[config.mk]
export PLATFORM = sky130hd
export DESIGN_NAME = sha256_hash_core_unit
export DESIGN_NICKNAME = d
export VERILOG_FILES = /design/src/sv/shc_pkg.sv /design/src/sv/shc_ctrl.sv /design/src/sv/shc_datapath.sv /design/src/sv/sha256_hash_core_unit.sv
export SDC_FILE = /design/constraint.sdc
export NUM_CORES = 2
export LEC_CHECK = 0
export ABC_CLOCK_PERIOD_IN_PS = 9860
export BUFFER_PORTS_ARGS = -buffer_cell sky130_fd_sc_hd__clkbuf_2
export CAP_MARGIN = 20
export CORE_UTILIZATION = 50
export DETAILED_ROUTE_END_ITERATION = 12
export GPL_TIMING_DRIVEN = 0
export PLACE_DENSITY = 0.65
export SYNTH_ARGS = -nofsm -noshare
export SYNTH_HDL_FRONTEND = slang
export SYNTH_SLANG_ARGS = --single-unit
[constraint.sdc]
create_clock -name clk -period 9.86 [get_ports clk]
set_input_delay 0.986 -clock clk [delete_from_list [all_inputs] [get_ports clk]]
set_output_delay 0.986 -clock clk [all_outputs]
set_load 0.05 [all_outputs]
[src/sv/shc_pkg.sv]
// Shared types, constants and round functions of the SHA-256 core.
package shc_pkg;

	// Byte source for the block packer
	typedef enum logic [1:0] {
		SRC_DATA = 2'd0,
		SRC_PAD  = 2'd1,
		SRC_ZERO = 2'd2,
		SRC_LEN  = 2'd3
	} src_t;

	// Commands from the controller to the datapath
	typedef struct packed {
		logic       capture;
		logic       push;
		src_t       src;
		logic [1:0] data_pos;
		logic [2:0] len_idx;
		logic [5:0] fill;
		logic       count_bits;
		logic       load_work;
		logic       round;
		logic [5:0] round_idx;
		logic       update;
		logic       out_load;
		logic [2:0] out_idx;
		logic       restore;
	} cmd_t;

	localparam logic [7:0] PAD_BYTE = 8'h80;

	localparam logic [31:0] INIT_HASH [8] = '{
		32'h6a09e667, 32'hbb67ae85, 32'h3c6ef372, 32'ha54ff53a,
		32'h510e527f, 32'h9b05688c, 32'h1f83d9ab, 32'h5be0cd19
	};

	localparam logic [31:0] ROUND_K [64] = '{
		32'h428a2f98, 32'h71374491, 32'hb5c0fbcf, 32'he9b5dba5,
		32'h3956c25b, 32'h59f111f1, 32'h923f82a4, 32'hab1c5ed5,
		32'hd807aa98, 32'h12835b01, 32'h243185be, 32'h550c7dc3,
		32'h72be5d74, 32'h80deb1fe, 32'h9bdc06a7, 32'hc19bf174,
		32'he49b69c1, 32'hefbe4786, 32'h0fc19dc6, 32'h240ca1cc,
		32'h2de92c6f, 32'h4a7484aa, 32'h5cb0a9dc, 32'h76f988da,
		32'h983e5152, 32'ha831c66d, 32'hb00327c8, 32'hbf597fc7,
		32'hc6e00bf3, 32'hd5a79147, 32'h06ca6351, 32'h14292967,
		32'h27b70a85, 32'h2e1b2138, 32'h4d2c6dfc, 32'h53380d13,
		32'h650a7354, 32'h766a0abb, 32'h81c2c92e, 32'h92722c85,
		32'ha2bfe8a1, 32'ha81a664b, 32'hc24b8b70, 32'hc76c51a3,
		32'hd192e819, 32'hd6990624, 32'hf40e3585, 32'h106aa070,
		32'h19a4c116, 32'h1e376c08, 32'h2748774c, 32'h34b0bcb5,
		32'h391c0cb3, 32'h4ed8aa4a, 32'h5b9cca4f, 32'h682e6ff3,
		32'h748f82ee, 32'h78a5636f, 32'h84c87814, 32'h8cc70208,
		32'h90befffa, 32'ha4506ceb, 32'hbef9a3f7, 32'hc67178f2
	};

	function automatic logic [31:0] rotr(input logic [31:0] x, input int unsigned n);
		return (x >> n) | (x << (32 - n));
	endfunction

	function automatic logic [31:0] big_sigma0(input logic [31:0] x);
		return rotr(x, 2) ^ rotr(x, 13) ^ rotr(x, 22);
	endfunction

	function automatic logic [31:0] big_sigma1(input logic [31:0] x);
		return rotr(x, 6) ^ rotr(x, 11) ^ rotr(x, 25);
	endfunction

	function automatic logic [31:0] small_sigma0(input logic [31:0] x);
		return rotr(x, 7) ^ rotr(x, 18) ^ (x >> 3);
	endfunction

	function automatic logic [31:0] small_sigma1(input logic [31:0] x);
		return rotr(x, 17) ^ rotr(x, 19) ^ (x >> 10);
	endfunction

endpackage

[src/sv/shc_ctrl.sv]
// Controller of the SHA-256 core: byte packing, padding, rounds and digest output.
module shc_ctrl (
	input  logic          clk,
	input  logic          arst_n,
	input  logic          in_valid,
	output logic          in_stall,
	input  logic [2:0]    byte_count,
	input  logic          last,
	output logic          out_valid,
	input  logic          out_stall,
	output shc_pkg::cmd_t cmd
);
	import shc_pkg::*;

	typedef enum logic [4:0] {
		ST_IDLE   = 5'b00001,
		ST_PUSH   = 5'b00010,
		ST_ROUND  = 5'b00100,
		ST_UPDATE = 5'b01000,
		ST_OUTPUT = 5'b10000
	} state_t;

	typedef enum logic [5:0] {
		PH_DATA   = 6'b000001,
		PH_PAD80  = 6'b000010,
		PH_ZERO   = 6'b000100,
		PH_LEN    = 6'b001000,
		PH_DONE   = 6'b010000,
		PH_DIGEST = 6'b100000
	} phase_t;

	state_t     state_q, state_d;
	phase_t     phase_q, phase_d, ph_next;
	logic [2:0] rem_q, rem_d;
	logic [1:0] pos_q, pos_d;
	logic       last_q, last_d;
	logic [2:0] len_q, len_d;
	logic [5:0] fill_q, fill_d;
	logic [5:0] rnd_q, rnd_d;
	logic [2:0] oidx_q, oidx_d;
	logic       ovalid_q, ovalid_d;
	logic [2:0] cnt_sat;

	// Saturate the byte count at four
	assign cnt_sat  = (byte_count > 3'd4) ? 3'd4 : byte_count;
	assign in_stall = (state_q != ST_IDLE);
	assign out_valid = ovalid_q;

	// Sequence the item through packing, rounds and output
	always_comb begin
		state_d  = state_q;
		phase_d  = phase_q;
		ph_next  = phase_q;
		rem_d    = rem_q;
		pos_d    = pos_q;
		last_d   = last_q;
		len_d    = len_q;
		fill_d   = fill_q;
		rnd_d    = rnd_q;
		oidx_d   = oidx_q;
		ovalid_d = ovalid_q && out_stall;

		cmd           = '0;
		cmd.data_pos  = pos_q;
		cmd.len_idx   = len_q;
		cmd.fill      = fill_q;
		cmd.round_idx = rnd_q;
		cmd.out_idx   = oidx_q;

		case (phase_q)
			PH_DATA:  cmd.src = SRC_DATA;
			PH_PAD80: cmd.src = SRC_PAD;
			PH_LEN:   cmd.src = SRC_LEN;
			default:  cmd.src = SRC_ZERO;
		endcase

		case (state_q)
			ST_IDLE: begin
				if (in_valid) begin
					cmd.capture = 1'b1;
					rem_d  = cnt_sat;
					pos_d  = 2'd0;
					last_d = last;
					len_d  = 3'd7;
					if (cnt_sat != 3'd0) begin
						phase_d = PH_DATA;
						state_d = ST_PUSH;
					end else if (last) begin
						phase_d = PH_PAD80;
						state_d = ST_PUSH;
					end
				end
			end
			ST_PUSH: begin
				cmd.push = 1'b1;
				fill_d   = fill_q + 6'd1;
				case (phase_q)
					PH_DATA: begin
						cmd.count_bits = 1'b1;
						rem_d = rem_q - 3'd1;
						pos_d = pos_q + 2'd1;
						if (rem_q == 3'd1) begin
							ph_next = last_q ? PH_PAD80 : PH_DONE;
						end
					end
					PH_PAD80, PH_ZERO: begin
						ph_next = (fill_q == 6'd55) ? PH_LEN : PH_ZERO;
					end
					PH_LEN: begin
						len_d = len_q - 3'd1;
						if (len_q == 3'd0) begin
							ph_next = PH_DIGEST;
						end
					end
					default: ph_next = PH_DONE;
				endcase
				phase_d = ph_next;
				// A full block starts the compression
				if (fill_q == 6'd63) begin
					cmd.load_work = 1'b1;
					rnd_d   = 6'd0;
					state_d = ST_ROUND;
				end else if (ph_next == PH_DONE) begin
					state_d = ST_IDLE;
				end
			end
			ST_ROUND: begin
				cmd.round = 1'b1;
				rnd_d = rnd_q + 6'd1;
				if (rnd_q == 6'd63) begin
					state_d = ST_UPDATE;
				end
			end
			ST_UPDATE: begin
				cmd.update = 1'b1;
				if (phase_q == PH_DONE) begin
					state_d = ST_IDLE;
				end else if (phase_q == PH_DIGEST) begin
					oidx_d  = 3'd0;
					state_d = ST_OUTPUT;
				end else begin
					state_d = ST_PUSH;
				end
			end
			ST_OUTPUT: begin
				// Load the next digest word once the output register is free
				if (!ovalid_q || !out_stall) begin
					cmd.out_load = 1'b1;
					ovalid_d = 1'b1;
					oidx_d   = oidx_q + 3'd1;
					if (oidx_q == 3'd7) begin
						cmd.restore = 1'b1;
						state_d = ST_IDLE;
					end
				end
			end
			default: state_d = ST_IDLE;
		endcase
	end

	// Hold the control state
	always_ff @(posedge clk or negedge arst_n) begin
		if (!arst_n) begin
			state_q  <= ST_IDLE;
			phase_q  <= PH_DONE;
			rem_q    <= 3'd0;
			pos_q    <= 2'd0;
			last_q   <= 1'b0;
			len_q    <= 3'd0;
			fill_q   <= 6'd0;
			rnd_q    <= 6'd0;
			oidx_q   <= 3'd0;
			ovalid_q <= 1'b0;
		end else begin
			state_q  <= state_d;
			phase_q  <= phase_d;
			rem_q    <= rem_d;
			pos_q    <= pos_d;
			last_q   <= last_d;
			len_q    <= len_d;
			fill_q   <= fill_d;
			rnd_q    <= rnd_d;
			oidx_q   <= oidx_d;
			ovalid_q <= ovalid_d;
		end
	end

endmodule

[src/sv/shc_datapath.sv]
// Datapath of the SHA-256 core: block buffer, round logic, chaining hash and output register.
module shc_datapath (
	input  logic          clk,
	input  logic          arst_n,
	input  logic [31:0]   message_word,
	input  shc_pkg::cmd_t cmd,
	output logic [31:0]   digest_word,
	output logic [2:0]    word_index,
	output logic          final_word
);
	import shc_pkg::*;

	logic [31:0] word_q;
	logic [63:0] bits_q;
	logic [31:0] win_q   [16];
	logic [31:0] work_q  [8];
	logic [31:0] chain_q [8];
	logic [31:0] dout_q;
	logic [2:0]  widx_q;
	logic        fin_q;

	logic [7:0]  byte_w;
	logic [31:0] w_new;
	logic [31:0] ch_w;
	logic [31:0] maj_w;
	logic [31:0] t1_w;
	logic [31:0] t2_w;

	// Pick the byte to pack
	always_comb begin
		case (cmd.src)
			SRC_DATA: byte_w = word_q[{~cmd.data_pos, 3'b000} +: 8];
			SRC_PAD:  byte_w = PAD_BYTE;
			SRC_LEN:  byte_w = bits_q[{cmd.len_idx, 3'b000} +: 8];
			default:  byte_w = 8'h00;
		endcase
	end

	// Round function and schedule extension over the sliding window
	always_comb begin
		w_new = small_sigma1(win_q[14]) + win_q[9] + small_sigma0(win_q[1]) + win_q[0];
		ch_w  = (work_q[4] & work_q[5]) ^ (~work_q[4] & work_q[6]);
		maj_w = (work_q[0] & work_q[1]) ^ (work_q[0] & work_q[2]) ^ (work_q[1] & work_q[2]);
		t1_w  = work_q[7] + big_sigma1(work_q[4]) + ch_w + ROUND_K[cmd.round_idx] + win_q[0];
		t2_w  = big_sigma0(work_q[0]) + maj_w;
	end

	// Capture the item word, pack bytes, run the rounds and load the output register
	always_ff @(posedge clk) begin
		if (cmd.capture) begin
			word_q <= message_word;
		end
		if (cmd.push) begin
			win_q[cmd.fill[5:2]][{~cmd.fill[1:0], 3'b000} +: 8] <= byte_w;
		end
		if (cmd.round) begin
			for (int i = 0; i < 15; i++) begin
				win_q[i] <= win_q[i + 1];
			end
			win_q[15] <= w_new;
			work_q[7] <= work_q[6];
			work_q[6] <= work_q[5];
			work_q[5] <= work_q[4];
			work_q[4] <= work_q[3] + t1_w;
			work_q[3] <= work_q[2];
			work_q[2] <= work_q[1];
			work_q[1] <= work_q[0];
			work_q[0] <= t1_w + t2_w;
		end
		if (cmd.load_work) begin
			for (int i = 0; i < 8; i++) begin
				work_q[i] <= chain_q[i];
			end
		end
		if (cmd.out_load) begin
			dout_q <= chain_q[cmd.out_idx];
			widx_q <= cmd.out_idx;
			fin_q  <= &cmd.out_idx;
		end
	end

	// Count message bits, fold the block into the chaining hash and restore both after the digest
	always_ff @(posedge clk or negedge arst_n) begin
		if (!arst_n) begin
			bits_q <= 64'd0;
			for (int i = 0; i < 8; i++) begin
				chain_q[i] <= INIT_HASH[i];
			end
		end else begin
			if (cmd.restore) begin
				bits_q <= 64'd0;
				for (int i = 0; i < 8; i++) begin
					chain_q[i] <= INIT_HASH[i];
				end
			end else begin
				if (cmd.count_bits) begin
					bits_q <= bits_q + 64'd8;
				end
				if (cmd.update) begin
					for (int i = 0; i < 8; i++) begin
						chain_q[i] <= chain_q[i] + work_q[i];
					end
				end
			end
		end
	end

	assign digest_word = dout_q;
	assign word_index  = widx_q;
	assign final_word  = fin_q;

endmodule

[src/sv/sha256_hash_core_unit.sv]
// Top level of the streaming SHA-256 core.
// Message bytes are packed into the block buffer one byte per cycle, except while
// a block is compressed, after the item is taken in the idle state; the input is
// stalled until all bytes of the item are packed. Each 64-byte block then runs one
// round per cycle through the shared round logic, 64 rounds and then a fold into
// the chaining hash, during which no item is taken. An item with a zero byte count
// and no last flag is taken and dropped without stalling the input.
// The last item is followed by padding at one byte per cycle up to the end of
// the block (one extra block when fewer than nine bytes remain), its
// compression, and eight digest words, word 0 most significant, one per cycle
// while the output is not stalled. The eighth word waits in the output
// register while the next message is taken.
module sha256_hash_core_unit (
	input  logic        clk,
	input  logic        arst_n,
	input  logic        in_valid,
	output logic        in_stall,
	input  logic [31:0] message_word,
	input  logic [2:0]  byte_count,
	input  logic        last,
	output logic        out_valid,
	input  logic        out_stall,
	output logic [31:0] digest_word,
	output logic [2:0]  word_index,
	output logic        final_word
);
	import shc_pkg::*;

	cmd_t cmd;

	// Sequence the work
	shc_ctrl u_ctrl (
		.clk        (clk),
		.arst_n     (arst_n),
		.in_valid   (in_valid),
		.in_stall   (in_stall),
		.byte_count (byte_count),
		.last       (last),
		.out_valid  (out_valid),
		.out_stall  (out_stall),
		.cmd        (cmd)
	);

	// Hash the data
	shc_datapath u_datapath (
		.clk          (clk),
		.arst_n       (arst_n),
		.message_word (message_word),
		.cmd          (cmd),
		.digest_word  (digest_word),
		.word_index   (word_index),
		.final_word   (final_word)
	);

endmodule

-- Word level (Yosys, flattened, before mapping)
Memory sizes are Yosys's and may differ from the RTL's.
Index checks and enable logic that the tools add are counted.
- memories kept: 3
- output and inout bits: 38
- bits in registers: 424
- input port bits: 40
- bits in writable memories: 768
- memory bits (read-only): 2048
- bitwise operators: 39
- add/sub/neg operators: 26
- eq/ne operators: 31
- reduce and logical (&&, ||, !) cells: 22
- multiplexer cells: 80
- order comparisons: 3
- shift operators: 4
- memories (name ; words ; width ; rd ports ; clocked after memory_dff ; wr ports ; RTL line ; source):
    (no name shown) ; 64 ; 32 ; 1 ; 0 ; 0 ; shc_datapath.sv:44 ; t1_w = work_q[7] + big_sigma1(work_q[4]) + ch_w + ROUND_K[cmd.round_idx] + win_q[0];
    u_datapath.win_q ; 16 ; 32 ; 16 ; 0 ; 16 ; shc_datapath.sv:15 ; logic [31:0] win_q [16];
    u_datapath.work_q ; 8 ; 32 ; 8 ; 0 ; 8 ; shc_datapath.sv:16 ; logic [31:0] work_q [8];
- operators by type and width (operator ; count):
    $add 32x32->32 ; 18
    $mux 256 ; 2
    $mux 32 ; 15
    $xor 32x32->32 ; 9
    $and 32x32->32 ; 5
    $mux 64 ; 2
    $bmux 32 s3 ; 1
    $add 64x4->64 const B ; 1
    $shiftx 64x7->8 ; 1
    $mux 5 ; 11
    $mux 6 ; 7
    $not 32->32 ; 1
    $or 10x32->32 ; 1
    $or 13x32->32 ; 1
    $or 14x32->32 ; 1
    $or 15x32->32 ; 1
    $or 19x32->32 ; 1
    $or 21x32->32 ; 1
    $or 25x32->32 ; 1
    $or 26x32->32 ; 1
    $or 30x32->32 ; 1
    $or 7x32->32 ; 1
    $reduce_or 32->1 ; 1
    $shift 8x7->32 const A ; 1
    59 further kinds ; 120

-- Logic depth before layout (Yosys ltp)
An unclocked memory read counts as a cell.
- word-level depth: 10
- mapped depth: 39
- depth with buffers taken out: 39

-- By module
A second synthesis with hierarchy kept.
- cell total of the unflattened synthesis: 7539
- area, all modules: 77946.0 um2
- modules (own cells, without submodules) (module ; seq. area each (um2) ; times used ; area an instance (um2) ; cells an instance):
    shc_datapath ; 33206.8 ; 1 ; 75786.4 ; 7311
    shc_ctrl ; 903.4 ; 1 ; 2159.6 ; 228

-- Worst setup path before layout
No wires, ideal clock.
- path kind: register to register
- from: reg u_ctrl.rnd_q[0]
- to: mem u_datapath.work_q[0][31] (data pin)
- cell stages (with the launch flop): 37
- data arrival time: 8420 ps
- buffers on the path: 1
- slack: 1175 ps
- library setup time: 265 ps
- clock period less this slack: 8685 ps
- data required time: 9595 ps
- cells stage by stage: dfrtp_1 -> inv_1 -> ha_1 -> clkbuf_1 -> nor2b_1 -> o311a_1 -> a21oi_1 -> a21oi_1 -> fa_1 -> inv_1 -> fa_1 -> fa_1 -> inv_1 -> ha_1 -> fa_1 -> a211oi_1 -> o21bai_1 -> a31oi_2 -> o21ai_1 -> a21oi_1 -> o21bai_1 -> a21oi_1 -> nor2_1 -> a211o_1 -> a21oi_1 -> xnor2_1 -> fa_1 -> ha_1 -> a21o_1 -> a21oi_1 -> a21boi_0 -> a41o_1 -> o41a_1 -> a221oi_2 -> xnor2_1 -> xnor2_1 -> o21ai_1
- RTL lines (element ; RTL line ; source):
    start, declared ; shc_ctrl.sv:39 ; logic [5:0] rnd_q, rnd_d;
    start signal, assigned ; shc_ctrl.sv:182 ; rnd_q <= rnd_d;
    end, declared ; shc_datapath.sv:16 ;

==> impl_results.md <==
- Nets@finish: 8339
- Final core occ: 0.5662
- CP endpoint: u_datapath.work_q[0][31]$_DFFE_PP_
- Via count: 63150
- Met1 wire length: 122200 um
- Largest area contributor in the netlist: edfxtp_1
- PortBufs: 77
- Logic pwr share: 0.332
- DRC viols: 0
- Post-synth EDFFs: 836
- CTS tree: done
- Critical path's slowest cell: fa_1
- Simple-gate portion of the synthesized area: 0.1142
- Sequential group share of total power: 0.357
- Reg2reg start: u_ctrl.rnd_q[4]$_DFFE_PN0P_
- Data required time at the worst endpoint: 10.42 ns
- DP Wirelength: 240000 um
- Status: completed
- Die area: 0.1552 sq mm
- Cell variety after synth: 103
- Max_cap viols: 0
- Area grow syn2layout: 12.23%
- Synth top area cells: edfxtp_1, dfrtp_1, ha_1, a21o_1, fa_1
- Fmax: 0.1024 GHz
- DIE WIDTH: 393.9 um
- TNS Setup: 0 ns
- Synth Area per Inst: 10.42 sq um
- Asr flop ratio synth: 0.2969
- R2R Setup Slk: 0.09 ns
- PwrDens: 199.1 mW/mm^2
- Max Used Layer: met5
- Grt total ovfl: 0
- Met2 routed WL: 131600 um
- Synthesized Nets: 8008
- Headroom to the max-slew limit: 0.1249
- Share of the synthesized area in the top cell type: 0.3268
- Mapped Area: 0.07681 sq mm
- Die Y: 393.9 um
- Hold crit path type: in -> async
- RD Place Congestion: 1.057
- Synthesized instance count: 7369
- CTS root buffer: clkbuf_16
- Final hold vios: 0
- P_sw: 6.031 mW
- GRT Overall Usage: 0.3905
- Longest Clk Path Bufs: 3
- Crit path time final: 9.766 ns
- Post-route ant nets: 0
- Most common cell after layout, fill and taps aside: nand2_1
- Ports: 78
- Nature of the critical path startpoint: register
- Yosys reg bits: 1189
- Most frequent cells in the layout: nand2_1, edfxtp_1, a21o_1
- Number of global-route vias before repair: 59890
- Adder-Cell Fraction of Synth Area: 0.1205
- Clock power frac: 0.311
- Crit Path Class: reg -> reg
- Post-synth top flop: edfxtp_1
- First-pass GRT wire length: 435500 um
- Routed len/inst: 31.17 um
- Compound-cell area share of the yosys netlist: 0.1787
- Final period utilization: 0.9905
- Total CTS buffers: 139
- Sequential area share after synthesis: 0.4441
- CP arrival: 10.33 ns
- CP Launch Point: u_ctrl.rnd_q[4]$_DFFE_PN0P_
- Total Wirelength: 307000 um
- Worst Max-Slew Pin Slew: 1.313 ns
- Clock slew at reported path FFs: 0.07 ns
- CTS HTree Levels: 4
- Mux contribution to synthesized area: 0.03825
- Fin. max-slew vios: 0
- CP Capture Type: register
- Sink Count: 1189
- Ys Warns: 0
- Clock Skew: 0.05091 ns
- Worst IR Drop VDD: 175.2 uV
- Post-CTS Hold Buffers: 0
- Met3 Wirelength: 33000 um
- Endpoints failing setup: 0
- Clock Latency Late Sink: 0.82 ns
- Leak: 37.48 nW
- Sw Share: 0.3515
- Reg2reg end: u_datapath.work_q[0][31]$_DFFE_PP_
- Xor/xnor cell area share of the yosys netlist: 0.07286
- Avg Vias per Cell: 6.411
- R2R depth: 34
- Largest net degree at the start of global routing: 103
- Number of antenna violations at the first check in global routing: 14
- Layout cells sized above 1: 0.1106
- Drt first pass iters: 7
- CP max stage delay: 0.52 ns
- Internal: 11.13 mW
- Num rows: 143
- Largest family of logic cells by synthesized area: compound AO/OA/AOI/OAI gates
- Starting Density: 0.5045
- Core Area: 0.1523 sq mm
- Worst-path fanout max: 10
- Iteration-0 DRC count of the detailed router: 7832
-- per-layer routing --
metal  global-route usage  up-vias
li1                     -    27260
met1               0.5302    31410
met2               0.5760     3690
met3              0.08982      783
met4               0.2205        6
met5                    0        -
-- timing repair --
item | CTS | global route
pin swaps | 2 | 9
endpoints found under the setup margin | 35 | 6
gates resized for setup | 90 | 67
buffers inserted | 8 | 3
hold endpoints to repair | 0 | 0
-- worst max-delay path, delay by kind of cell (launching register included) --
family	cells	cell delay, ns
AOI/OAI and AO/OA	17	3.79
xor gates and xnor gates	3	0.62
adders and majority gates	7	3.01
buffers and inverters	6	1.57
DFF	1	0.44
and+or+nand+nor	1	0.07
-- cell families (layout without fill, tap and decap cells) --
family / after synthesis / count (layout)
muxes: 173 / 173
adders and majority gates: 629 / 629
AOI/OAI and AO/OA: 2105 / 2105
buffers and inverters: 640 / 1083
xor gates and xnor gates: 639 / 639
other: 0 / 9
and+or+nand+nor: 1994 / 1994
DFF: 1189 / 1189
-- final cells by class --
cell class / count / area [sq um]
Antenna cell: 9 / 22.52
Inverter: 237 / 897.1
Fill cell: 13130 / 66050
Sequential cell: 1189 / 34110
Buffer: 399 / 1617
Tap cell: 2030 / 2540
Clock buffer: 185 / 3771
Timing Repair Buffer: 194 / 1694
Multi-Input combinational cell: 5540 / 40640
Clock inverter: 68 / 909.6
-- power groups by stage --
stage	Sequential, mW	Combinational [mW]	Clock [mW]
floorplan	6.08	3.77	0
global placement	6.21	5.36	0
detailed placement	6.22	5.44	0
CTS	6.12	5.51	5.36
global route	6.14	6.06	5.56
finish	6.13	5.70	5.33
-- Yosys cell counts (40+ instances only) --
cell      number
inv_1        236
a21oi_1      476
o21bai_1      51
edfxtp_1     836
a21o_1       658
nor2b_1       54
o21ai_1      102
xor2_1       231
nand2b_1      61
fa_1         195
nand3_1      178
mux2_2        64
ha_1         404
a211oi_1      49
mux4_2        90
dfstp_2      138
o22ai_1       40
a31oi_1       46
and3_1        43
clkbuf_1     365
nor3_1       106
o21a_1        41
o21ai_0      374
xnor2_1      408
nor2_1       459
nand2_1      926
dfrtp_1      215
-- per-stage QoR --
| stage | hold slack, ns | area (sq um) | cells | power (mW) | setup slack [ns] |
|---|---|---|---|---|---|
| after global placement | 0.4739 | 79740 | 9476 | 11.57 | -4.583 |
| final | 0.2292 | 86210 | 9851 | 17.16 | 0.09383 |
| after floorplan | 0.4513 | 76810 | 7369 | 9.852 | 1.175 |
| after global routing | 0.2522 | 86200 | 9846 | 17.76 | -0.03335 |
| after detailed placement | 0.4981 | 80810 | 9562 | 11.66 | -2.263 |
| after CTS | 0.2312 | 85770 | 9819 | 16.99 | -0.1342 |
-- registers in the layout, indices dropped and copies added, names as in the netlist, 5 cells and up --
signal and cells:
u_datapath.win_q 512, u_ctrl.state_q 5, u_datapath.work_q 256, u_ctrl.phase_q 6, u_datapath.word_q 32, u_ctrl.fill_q 6
u_ctrl.rnd_q 6, u_datapath.chain_q 256, u_datapath.bits_q 61, u_datapath.digest_word 32
-- worst min-delay path by stage --
stage                                   startpoint                             endpoint  slack (ns)  cells after the start
6_report                                    arst_n  u_datapath.chain_q[244]$_DFFE_PN0P_        0.23                      1
5_1_grt                                     arst_n  u_datapath.chain_q[245]$_DFFE_PN0P_        0.25                      1
4_1_cts                                     arst_n  u_datapath.chain_q[241]$_DFFE_PN0P_        0.23                      1
3_5_place_dp   u_datapath.chain_q[191]$_DFFE_PN0P_  u_datapath.chain_q[191]$_DFFE_PN0P_        0.50                      1
3_3_place_gp          u_ctrl.oidx_q[2]$_DFFE_PN0P_   u_datapath.word_index[2]$_DFFE_PP_        0.47                      0
2_1_floorplan         u_ctrl.oidx_q[2]$_DFFE_PN0P_   u_datapath.word_index[2]$_DFFE_PP_        0.45                      0
Note: power is estimated with default switching activity, not from simulation.
